[config.mk]
export PLATFORM = sky130hd
export DESIGN_NAME = char_lcd_4bit_interface
export DESIGN_NICKNAME = d
export VERILOG_FILES = /design/src/hw/rtl/lcd4_pkg.sv /design/src/hw/rtl/char_lcd_4bit_interface.sv /design/src/hw/rtl/lcd4_seq.sv /design/src/hw/rtl/lcd4_out.sv
export SDC_FILE = /design/constraint.sdc
export NUM_CORES = 1
export LEC_CHECK = 0
export BUFFER_PORTS_ARGS = -buffer_cell sky130_fd_sc_hd__buf_4
export CAP_MARGIN = 30
export CORE_MARGIN = 4
export CORE_UTILIZATION = 40
export CTS_CLUSTER_DIAMETER = 200
export CTS_CLUSTER_SIZE = 8
export DETAILED_ROUTE_END_ITERATION = 6
export MAX_ROUTING_LAYER = met4
export PLACE_DENSITY = 0.57
export SLEW_MARGIN = 20
export SYNTH_ARGS = -nofsm -noshare
export SYNTH_HDL_FRONTEND = slang
export SYNTH_SLANG_ARGS = --single-unit
[constraint.sdc]
create_clock -name clk -period 3.5 [get_ports clk]
set_input_delay 0.175 -clock clk [delete_from_list [all_inputs] [get_ports clk]]
set_output_delay 0.175 -clock clk [all_outputs]
set_load 0.05 [all_outputs]
[src/hw/rtl/lcd4_pkg.sv]
// package for the 4-bit character lcd interface
// holds op codes, register indexes, shared structs and the sequence rom
// no dependencies
`timescale 1ns / 1ps

package lcd4_pkg;

	// request op codes
	localparam logic [2:0] OP_CMD    = 3'd0;
	localparam logic [2:0] OP_DATA   = 3'd1;
	localparam logic [2:0] OP_CURSOR = 3'd2;
	localparam logic [2:0] OP_CLEAR  = 3'd3;
	localparam logic [2:0] OP_INIT   = 3'd4;

	// configuration register indexes
	localparam int unsigned CFG_IDX_W = 8;
	localparam logic [CFG_IDX_W-1:0] REG_PULSE = 8'd0;
	localparam logic [CFG_IDX_W-1:0] REG_SETTLE = 8'd1;
	localparam logic [CFG_IDX_W-1:0] REG_CLEAR_WAIT = 8'd2;
	localparam logic [CFG_IDX_W-1:0] REG_POWER_WAIT = 8'd3;

	// register reset values
	localparam logic [7:0]  PULSE_RST = 8'd1;
	localparam logic [9:0]  SETTLE_RST = 10'd100;
	localparam logic [15:0] CLEAR_WAIT_RST = 16'd2000;
	localparam logic [15:0] POWER_WAIT_RST = 16'd50000;

	// fixed init waits
	localparam logic [15:0] WAIT_LONG_US = 16'd4500;
	localparam logic [15:0] WAIT_SHORT_US = 16'd150;

	// cursor command parts
	localparam logic [6:0] ROW1_OFFSET = 7'h40;

	// sequence rom layout
	localparam int unsigned PC_W = 5;
	localparam logic [PC_W-1:0] PC_INIT = 5'd0;
	localparam logic [PC_W-1:0] PC_CLEAR = 5'd14;
	localparam logic [PC_W-1:0] PC_BYTE = 5'd17;

	typedef enum logic {
		ELEM_NIB,
		ELEM_WAIT
	} elem_kind_t;

	typedef enum logic [1:0] {
		NSRC_CONST,
		NSRC_HI,
		NSRC_LO
	} nib_src_t;

	typedef enum logic [1:0] {
		WSEL_POWER,
		WSEL_LONG,
		WSEL_SHORT,
		WSEL_CLEAR
	} wait_sel_t;

	typedef struct packed {
		elem_kind_t kind;
		nib_src_t   nsrc;
		logic [3:0] nconst;
		wait_sel_t  wsel;
		logic       last;
	} elem_t;

	typedef struct packed {
		logic [7:0]  pulse;
		logic [9:0]  settle;
		logic [15:0] clear_wait;
		logic [15:0] power_wait;
	} cfg_t;

	typedef struct packed {
		logic        rs;
		logic        en;
		logic [3:0]  nibble;
		logic [15:0] hold;
		logic        last;
	} pin_state_t;

	function automatic elem_t mk_nib(nib_src_t src, logic [3:0] val, logic fin);
		elem_t e;
		e.kind = ELEM_NIB;
		e.nsrc = src;
		e.nconst = val;
		e.wsel = WSEL_CLEAR;
		e.last = fin;
		return e;
	endfunction

	function automatic elem_t mk_wait(wait_sel_t sel, logic fin);
		elem_t e;
		e.kind = ELEM_WAIT;
		e.nsrc = NSRC_CONST;
		e.nconst = 4'h0;
		e.wsel = sel;
		e.last = fin;
		return e;
	endfunction

	// init runs from PC_INIT straight into the clear sequence
	function automatic elem_t seq_rom(logic [PC_W-1:0] pc);
		elem_t e;
		case (pc)
			5'd0:    e = mk_wait(WSEL_POWER, 1'b0);
			5'd1:    e = mk_nib(NSRC_CONST, 4'h3, 1'b0);
			5'd2:    e = mk_wait(WSEL_LONG, 1'b0);
			5'd3:    e = mk_nib(NSRC_CONST, 4'h3, 1'b0);
			5'd4:    e = mk_wait(WSEL_LONG, 1'b0);
			5'd5:    e = mk_nib(NSRC_CONST, 4'h3, 1'b0);
			5'd6:    e = mk_wait(WSEL_SHORT, 1'b0);
			5'd7:    e = mk_nib(NSRC_CONST, 4'h2, 1'b0);
			5'd8:    e = mk_nib(NSRC_CONST, 4'h2, 1'b0);  // function set 0x28
			5'd9:    e = mk_nib(NSRC_CONST, 4'h8, 1'b0);
			5'd10:   e = mk_nib(NSRC_CONST, 4'h0, 1'b0);  // display on 0x0c
			5'd11:   e = mk_nib(NSRC_CONST, 4'hC, 1'b0);
			5'd12:   e = mk_nib(NSRC_CONST, 4'h0, 1'b0);  // entry mode 0x06
			5'd13:   e = mk_nib(NSRC_CONST, 4'h6, 1'b0);
			5'd14:   e = mk_nib(NSRC_CONST, 4'h0, 1'b0);  // clear 0x01
			5'd15:   e = mk_nib(NSRC_CONST, 4'h1, 1'b0);
			5'd16:   e = mk_wait(WSEL_CLEAR, 1'b1);
			5'd17:   e = mk_nib(NSRC_HI, 4'h0, 1'b0);
			5'd18:   e = mk_nib(NSRC_LO, 4'h0, 1'b1);
			default: e = mk_wait(WSEL_CLEAR, 1'b1);
		endcase
		return e;
	endfunction

endpackage

[src/hw/rtl/char_lcd_4bit_interface.sv]
// top level of the 4-bit character lcd interface
// holds the configuration registers, ties lcd4_seq and lcd4_out together
// depends on lcd4_pkg, lcd4_seq, lcd4_out
`timescale 1ns / 1ps

//  channel   handshake               payload
//  request   in_valid / in_ready     op, byte_value, row, col
//  pin state out_valid / out_ready   rs_level, en_level, data_nibble, hold_us, last
//  config    cfg_valid / cfg_ready   cfg_index, cfg_data
//
// one pin state is produced per cycle while out_ready stays high; a request
// produces 6 (byte), 7 (clear) or 41 (init) pin states, a count set by the
// nibble pulse unit and the rom walker
// first pin state shows after the run state loads it into the output register
// in_ready is low from the request transaction until its last pin state is
// loaded into the output register; a full output register with out_ready low
// stalls the sequencer; reset restores register defaults and clears out_valid

module char_lcd_4bit_interface
	import lcd4_pkg::*;
(
	input  logic                 clk,
	input  logic                 arst_n,
	// request channel
	input  logic                 in_valid,
	output logic                 in_ready,
	input  logic [2:0]           op,
	input  logic [7:0]           byte_value,
	input  logic [1:0]           row,
	input  logic [5:0]           col,
	// pin state channel
	output logic                 out_valid,
	input  logic                 out_ready,
	output logic                 rs_level,
	output logic                 en_level,
	output logic [3:0]           data_nibble,
	output logic [15:0]          hold_us,
	output logic                 last,
	// configuration channel
	input  logic                 cfg_valid,
	output logic                 cfg_ready,
	input  logic [CFG_IDX_W-1:0] cfg_index,
	input  logic [15:0]          cfg_data
);

	cfg_t       cfg_q;
	logic       seq_idle;
	logic       seq_push;
	logic       out_space;
	pin_state_t seq_pin;
	pin_state_t out_pin;

	// configuration writes are always accepted
	assign cfg_ready = 1'b1;

	always_ff @(posedge clk or negedge arst_n) begin
		if (!arst_n) begin
			cfg_q.pulse <= PULSE_RST;
			cfg_q.settle <= SETTLE_RST;
			cfg_q.clear_wait <= CLEAR_WAIT_RST;
			cfg_q.power_wait <= POWER_WAIT_RST;
		end else if (cfg_valid && cfg_ready) begin
			case (cfg_index)
				REG_PULSE:      cfg_q.pulse <= cfg_data[7:0];
				REG_SETTLE:     cfg_q.settle <= cfg_data[9:0];
				REG_CLEAR_WAIT: cfg_q.clear_wait <= cfg_data;
				REG_POWER_WAIT: cfg_q.power_wait <= cfg_data;
				default: begin
					// unknown index, write dropped
				end
			endcase
		end
	end

	// a request transaction is taken only while the sequencer rests;
	// unused op codes are taken and produce nothing
	assign in_ready = seq_idle;

	lcd4_seq u_seq (
		.clk        (clk),
		.arst_n     (arst_n),
		.start      (in_valid && in_ready),
		.start_op   (op),
		.start_byte (byte_value),
		.start_row  (row),
		.start_col  (col),
		.cfg        (cfg_q),
		.space      (out_space),
		.push       (seq_push),
		.pin        (seq_pin),
		.idle       (seq_idle)
	);

	lcd4_out u_out (
		.clk       (clk),
		.arst_n    (arst_n),
		.push      (seq_push),
		.pin       (seq_pin),
		.space     (out_space),
		.out_valid (out_valid),
		.out_ready (out_ready),
		.held      (out_pin)
	);

	assign rs_level = out_pin.rs;
	assign en_level = out_pin.en;
	assign data_nibble = out_pin.nibble;
	assign hold_us = out_pin.hold;
	assign last = out_pin.last;

`ifndef SYNTHESIS
	// a valid request keeps the sequencer busy on the next cycle
	a_busy_after_start: assert property (@(posedge clk) disable iff (!arst_n)
		in_valid && in_ready && (op == OP_CMD || op == OP_DATA || op == OP_CURSOR ||
		op == OP_CLEAR || op == OP_INIT) |=> !in_ready)
		else $error("sequencer idle right after a request transaction");

	// while a non-final pin state waits, the request is still in progress
	a_no_ready_mid_run: assert property (@(posedge clk) disable iff (!arst_n)
		out_valid && !last |-> !in_ready)
		else $error("request accepted before previous one finished");

	// a request never ends with the enable strobe high
	a_last_en_low: assert property (@(posedge clk) disable iff (!arst_n)
		out_valid && en_level |-> !last)
		else $error("final pin state has enable high");
`endif

endmodule

[src/hw/rtl/lcd4_seq.sv]
// element sequencer: walks the sequence rom and reuses one nibble pulse unit
// emits one pin state per push; depends on lcd4_pkg
`timescale 1ns / 1ps

module lcd4_seq
	import lcd4_pkg::*;
(
	input  logic       clk,
	input  logic       arst_n,
	input  logic       start,
	input  logic [2:0] start_op,
	input  logic [7:0] start_byte,
	input  logic [1:0] start_row,
	input  logic [5:0] start_col,
	input  cfg_t       cfg,
	input  logic       space,
	output logic       push,
	output pin_state_t pin,
	output logic       idle
);

	typedef enum logic {
		S_IDLE,
		S_RUN
	} state_t;

	localparam logic [1:0] PH_LOW = 2'd0;
	localparam logic [1:0] PH_HIGH = 2'd1;
	localparam logic [1:0] PH_SETTLE = 2'd2;

	state_t          state_q;
	logic [PC_W-1:0] pc_q;
	logic [1:0]      phase_q;
	logic [7:0]      byte_q;
	logic            rs_q;
	logic [3:0]      data_q;

	elem_t       elem;
	logic [3:0]  nib_val;
	logic [15:0] wait_hold;
	logic [7:0]  cursor_byte;

	assign cursor_byte = {1'b1, 7'({1'b0, start_col} +
		((start_row != 2'd0) ? ROW1_OFFSET : 7'h00))};

	always_comb begin
		elem = seq_rom(pc_q);
		case (elem.nsrc)
			NSRC_HI: nib_val = byte_q[7:4];
			NSRC_LO: nib_val = byte_q[3:0];
			default: nib_val = elem.nconst;
		endcase
		case (elem.wsel)
			WSEL_POWER: wait_hold = cfg.power_wait;
			WSEL_LONG:  wait_hold = WAIT_LONG_US;
			WSEL_SHORT: wait_hold = WAIT_SHORT_US;
			default:    wait_hold = cfg.clear_wait;
		endcase
		push = (state_q == S_RUN) && space;
		pin.rs = rs_q;
		if (elem.kind == ELEM_NIB) begin
			pin.en = (phase_q == PH_HIGH);
			pin.nibble = nib_val;
			pin.hold = (phase_q == PH_SETTLE) ? 16'(cfg.settle) : 16'(cfg.pulse);
			pin.last = elem.last && (phase_q == PH_SETTLE);
		end else begin
			pin.en = 1'b0;
			pin.nibble = data_q;
			pin.hold = wait_hold;
			pin.last = elem.last;
		end
	end

	assign idle = (state_q == S_IDLE);

	always_ff @(posedge clk or negedge arst_n) begin
		if (!arst_n) begin
			state_q <= S_IDLE;
			pc_q <= PC_INIT;
			phase_q <= PH_LOW;
			byte_q <= 8'h00;
			rs_q <= 1'b0;
			data_q <= 4'h0;
		end else begin
			case (state_q)
				S_IDLE: begin
					if (start) begin
						phase_q <= PH_LOW;
						case (start_op)
							OP_CMD: begin
								rs_q <= 1'b0;
								byte_q <= start_byte;
								pc_q <= PC_BYTE;
								state_q <= S_RUN;
							end
							OP_DATA: begin
								rs_q <= 1'b1;
								byte_q <= start_byte;
								pc_q <= PC_BYTE;
								state_q <= S_RUN;
							end
							OP_CURSOR: begin
								rs_q <= 1'b0;
								byte_q <= cursor_byte;
								pc_q <= PC_BYTE;
								state_q <= S_RUN;
							end
							OP_CLEAR: begin
								rs_q <= 1'b0;
								pc_q <= PC_CLEAR;
								state_q <= S_RUN;
							end
							OP_INIT: begin
								rs_q <= 1'b0;
								pc_q <= PC_INIT;
								state_q <= S_RUN;
							end
							default: begin
								state_q <= S_IDLE;
							end
						endcase
					end
				end
				S_RUN: begin
					if (push) begin
						if (elem.kind == ELEM_NIB) begin
							if (phase_q == PH_LOW) begin
								data_q <= nib_val;
							end
							if (phase_q == PH_SETTLE) begin
								phase_q <= PH_LOW;
								if (elem.last) begin
									state_q <= S_IDLE;
								end else begin
									pc_q <= pc_q + PC_W'(1);
								end
							end else begin
								phase_q <= phase_q + 2'd1;
							end
						end else begin
							if (elem.last) begin
								state_q <= S_IDLE;
							end else begin
								pc_q <= pc_q + PC_W'(1);
							end
						end
					end
				end
				default: begin
					state_q <= S_IDLE;
				end
			endcase
		end
	end

endmodule

[src/hw/rtl/lcd4_out.sv]
// output register for pin states, parts the sequencer from the consumer
// depends on lcd4_pkg
`timescale 1ns / 1ps

module lcd4_out
	import lcd4_pkg::*;
(
	input  logic       clk,
	input  logic       arst_n,
	input  logic       push,
	input  pin_state_t pin,
	output logic       space,
	output logic       out_valid,
	input  logic       out_ready,
	output pin_state_t held
);

	logic       valid_q;
	pin_state_t data_q;

	// slot frees up in the same cycle it is taken
	assign space = !valid_q || out_ready;
	assign out_valid = valid_q;
	assign held = data_q;

	always_ff @(posedge clk or negedge arst_n) begin
		if (!arst_n) begin
			valid_q <= 1'b0;
		end else if (space) begin
			valid_q <= push;
		end
	end

	always_ff @(posedge clk) begin
		if (push && space) begin
			data_q <= pin;
		end
	end

endmodule
==> results.cfg <==
[drt]
wirelength_um = 9990
first_pass_iters = 4
drt_drc_violations_left = 0
viasPerCell = 5.301
post_drt_wl_per_cell_um = 16.59
ant_nets = 0
first_iter_violations = 129
vias = 3191

[worst_setup_path]
reg2reg_slack_ns = 0.69
path_delay_family = adder cells
worst-setup-path-type = flip-flop to flip-flop
slowest_delay_ns = 0.74
r2r_start = u_seq.pc_q[0]
cp.arrival_ns = 2.90
path_max_fanout = 21
cp-end-kind = flip-flop
r2r-end = u_out.held[1]
crit_chain = inv_1 > ha_1 > mux2i_1 > nor3_1 > inv_1 > ha_1 > nor2b_1 > buf_4 > a221oi_1 > a31oi_1
startpoint_type = flip-flop
reg2reg_depth = 10
required_ns = 3.58
slowest_stage = ha_1
crit_buf_inv = 3

[clock_tree]
clk_path_buf_depth = 2
cts_setup_buffers = 0
clock_latency_ns = 0.34
cts_made_buffers = 9
clk_pin_slew_ns = 0.07
cts_sinks = 95
cts-htree-levels = 3
cts_root_buf = clkbuf_16
cts_tree = done

[yosys]
synth_warnings = 0
ys.flop_type = dfrtp_1
synth_seq_cells = 95
synth_area_per_cell_um2 = 12.08
synth_commonest_cells = 56 x dfrtp_1, 41 x nand2_1, 27 x mux2_2, 26 x mux2_1, 23 x edfxtp_1
syn_nets = 443
synth_area_leaders = dfrtp_1 30%, edfxtp_1 15%, dfstp_2 9.1%, mux2_2 6.6%, mux2_1 6.3%
synth_area_leader_cell = dfrtp_1
syn-cell-area_um2 = 4639
yosys.area.top_type_share_pct = 30.20
synth_edf_count = 23
yosysSeqAreaShare_pct = 54.15
syn_inst = 384
synth.distinct_cells = 57
yosysMostFrequentCell = dfrtp_1
synthArstFlopShare_pct = 75.79

[sta]
fmax_ghz = 0.3554
clock_skew_ns = 0.009835
min_period_ns = 2.814
slew_headroom_pct = 40.98
max_slew.worst_pin.slew_ns = 0.8853
rsz0062_at_grt = no
setup_viol = 0
holdWs_ns = 0.05992
hold_viol = 0
final_max_slew_viol_count = 0
setup-tns-final_ns = 0
final.period_utilization_pct = 80.39

[run]
maxCapViolCount = 0

[floorplan]
core_area_um2 = 11370
die_h_um = 115.7
fp.dieW_um = 115.7
start_util_pct = 40.81
rows = 39
io_pins = 74
dieArea_um2 = 13390

[grt]
grt_pass1_wl_um = 15990
grt_util_all_layers_pct = 15.84
grt_pass1_vias = 3062
grt-busiest-layer = met2
antenna_found_initial = 0
grt_use_met2_pct = 24.15
use_met3_pct = 2.298
grt_overflow = 0
grt_max_degree = 73
gr-usage-met1_pct = 22.21

[place]
place_hpwl_um = 6840
gp_congestion = 0.8211
portBuffers = 72
post-place-cells = 583

[worst_hold_path]
hold_path_depth = 2
hold_path.class = primary input to flip-flop
whs_endpoint = cfg_q[30]
min-delay-start = cfg_data[14]

[layout]
fin_cells = 602
multi_input_area_um2 = 1983
fillCellCount = 1023
seq_area_um2 = 2512
drive_gt1_share_pct = 32.68
area_delta_synth_final_pct = 21.01
nNetsFinal = 513
diodes = 0

[status]
status = completed

[power_and_ir_drop]
leakagePower_nw = 2.569
cellPowerDensity_nw_per_um2 = 673.9
vdd_ir_drop_max_v = 0.0003424
cell families after synthesis:
family	count (synthesis)	synth area share (%)
compound gates	71	10.25
flops	95	54.15
simple gates	103	12.38
mux	71	17.07
fa+ha+maj	11	2.967
other cells	1	0.08083
buf+inv	32	3.101
cells in the final DEF, fill, tap and decap left out, types with 4 or more instances in the layout:
master / n
and3_1: 4
edfxtp_1: 23
nand2_1: 41
inv_1: 12
ha_1: 11
o21ai_0: 12
clkbuf_16: 9
a221oi_1: 7
dfrtp_1: 56
mux2_1: 26
mux2_2: 27
dfstp_2: 16
a31oi_1: 6
nor2_1: 22
buf_4: 76
a21o_1: 4
nor2b_1: 6
nor3_1: 4
a22oi_1: 7
mux2i_1: 15
a21oi_1: 19
registers in the layout, summed over array words and instances (netlist names):
signal and flops:
u_seq.phase_q 2, u_out.held 23, u_seq.state_q 1, u_seq.rs_q 1, u_seq.pc_q 5, u_seq.byte_q 8
u_out.out_valid 1, u_seq.data_q 4, cfg_q 50
worst max path at each step:
stage,start,to,slack [ns],cells after the start
2_1_floorplan,u_seq.pc_q[0],u_out.held[1],1.20,11
4_1_cts,u_seq.pc_q[0],u_out.held[7],0.63,10
3_5_place_dp,u_seq.pc_q[0],u_out.held[1],0.63,10
6_report,u_seq.pc_q[0],u_out.held[1],0.69,10
5_1_grt,u_seq.pc_q[0],u_out.held[7],0.37,10
3_3_place_gp,u_seq.pc_q[0],u_out.held[4],0.74,10
area by class of cell:
class                           instances  share of cell area, %
Clock inverter                          5                 0.6017
Inverter                               12                 0.8023
Clock buffer                           11                  4.145
Sequential cell                        95                  44.75
Timing Repair Buffer                   79                  11.19
Multi-Input combinational cell        257                  35.32
Tap cell                              143                  3.187
metrics by stage:
step	util [%]	power, mW	worst slack (ns)	cell area, um2
after floorplan	-	2.489	1.196	4639
after global placement	46.53	2.878	0.7392	5290
after detailed placement	46.53	2.893	0.6316	5290
after CTS	48.87	3.797	0.6268	5557
after global routing	49.38	3.980	0.3740	5614
final	49.38	3.783	0.6863	5614
layer usage:
metal	wire length (um)	share of wire, %	vias to the layer above
li1	-	-	1532
met1	4676	47	1571
met2	4746	48	76
met3	437	4.4	12
met4	129	1.3	0
met5	0	0	-
power by group:
part | switching [mW] | internal [mW] | total [mW]
logic | 0.823 | 0.494 | 1.32
registers | 0.164 | 1.41 | 1.57
clock network | 0.410 | 0.482 | 0.892
repair_timing:
item                                    CTS  global route
gates resized for setup                   0             0
endpoints found under the setup margin    0             0
hold buffers                              0             1
endpoints found under the hold margin     0            28
No activity file was read; power rests on OpenSTA's default activity.
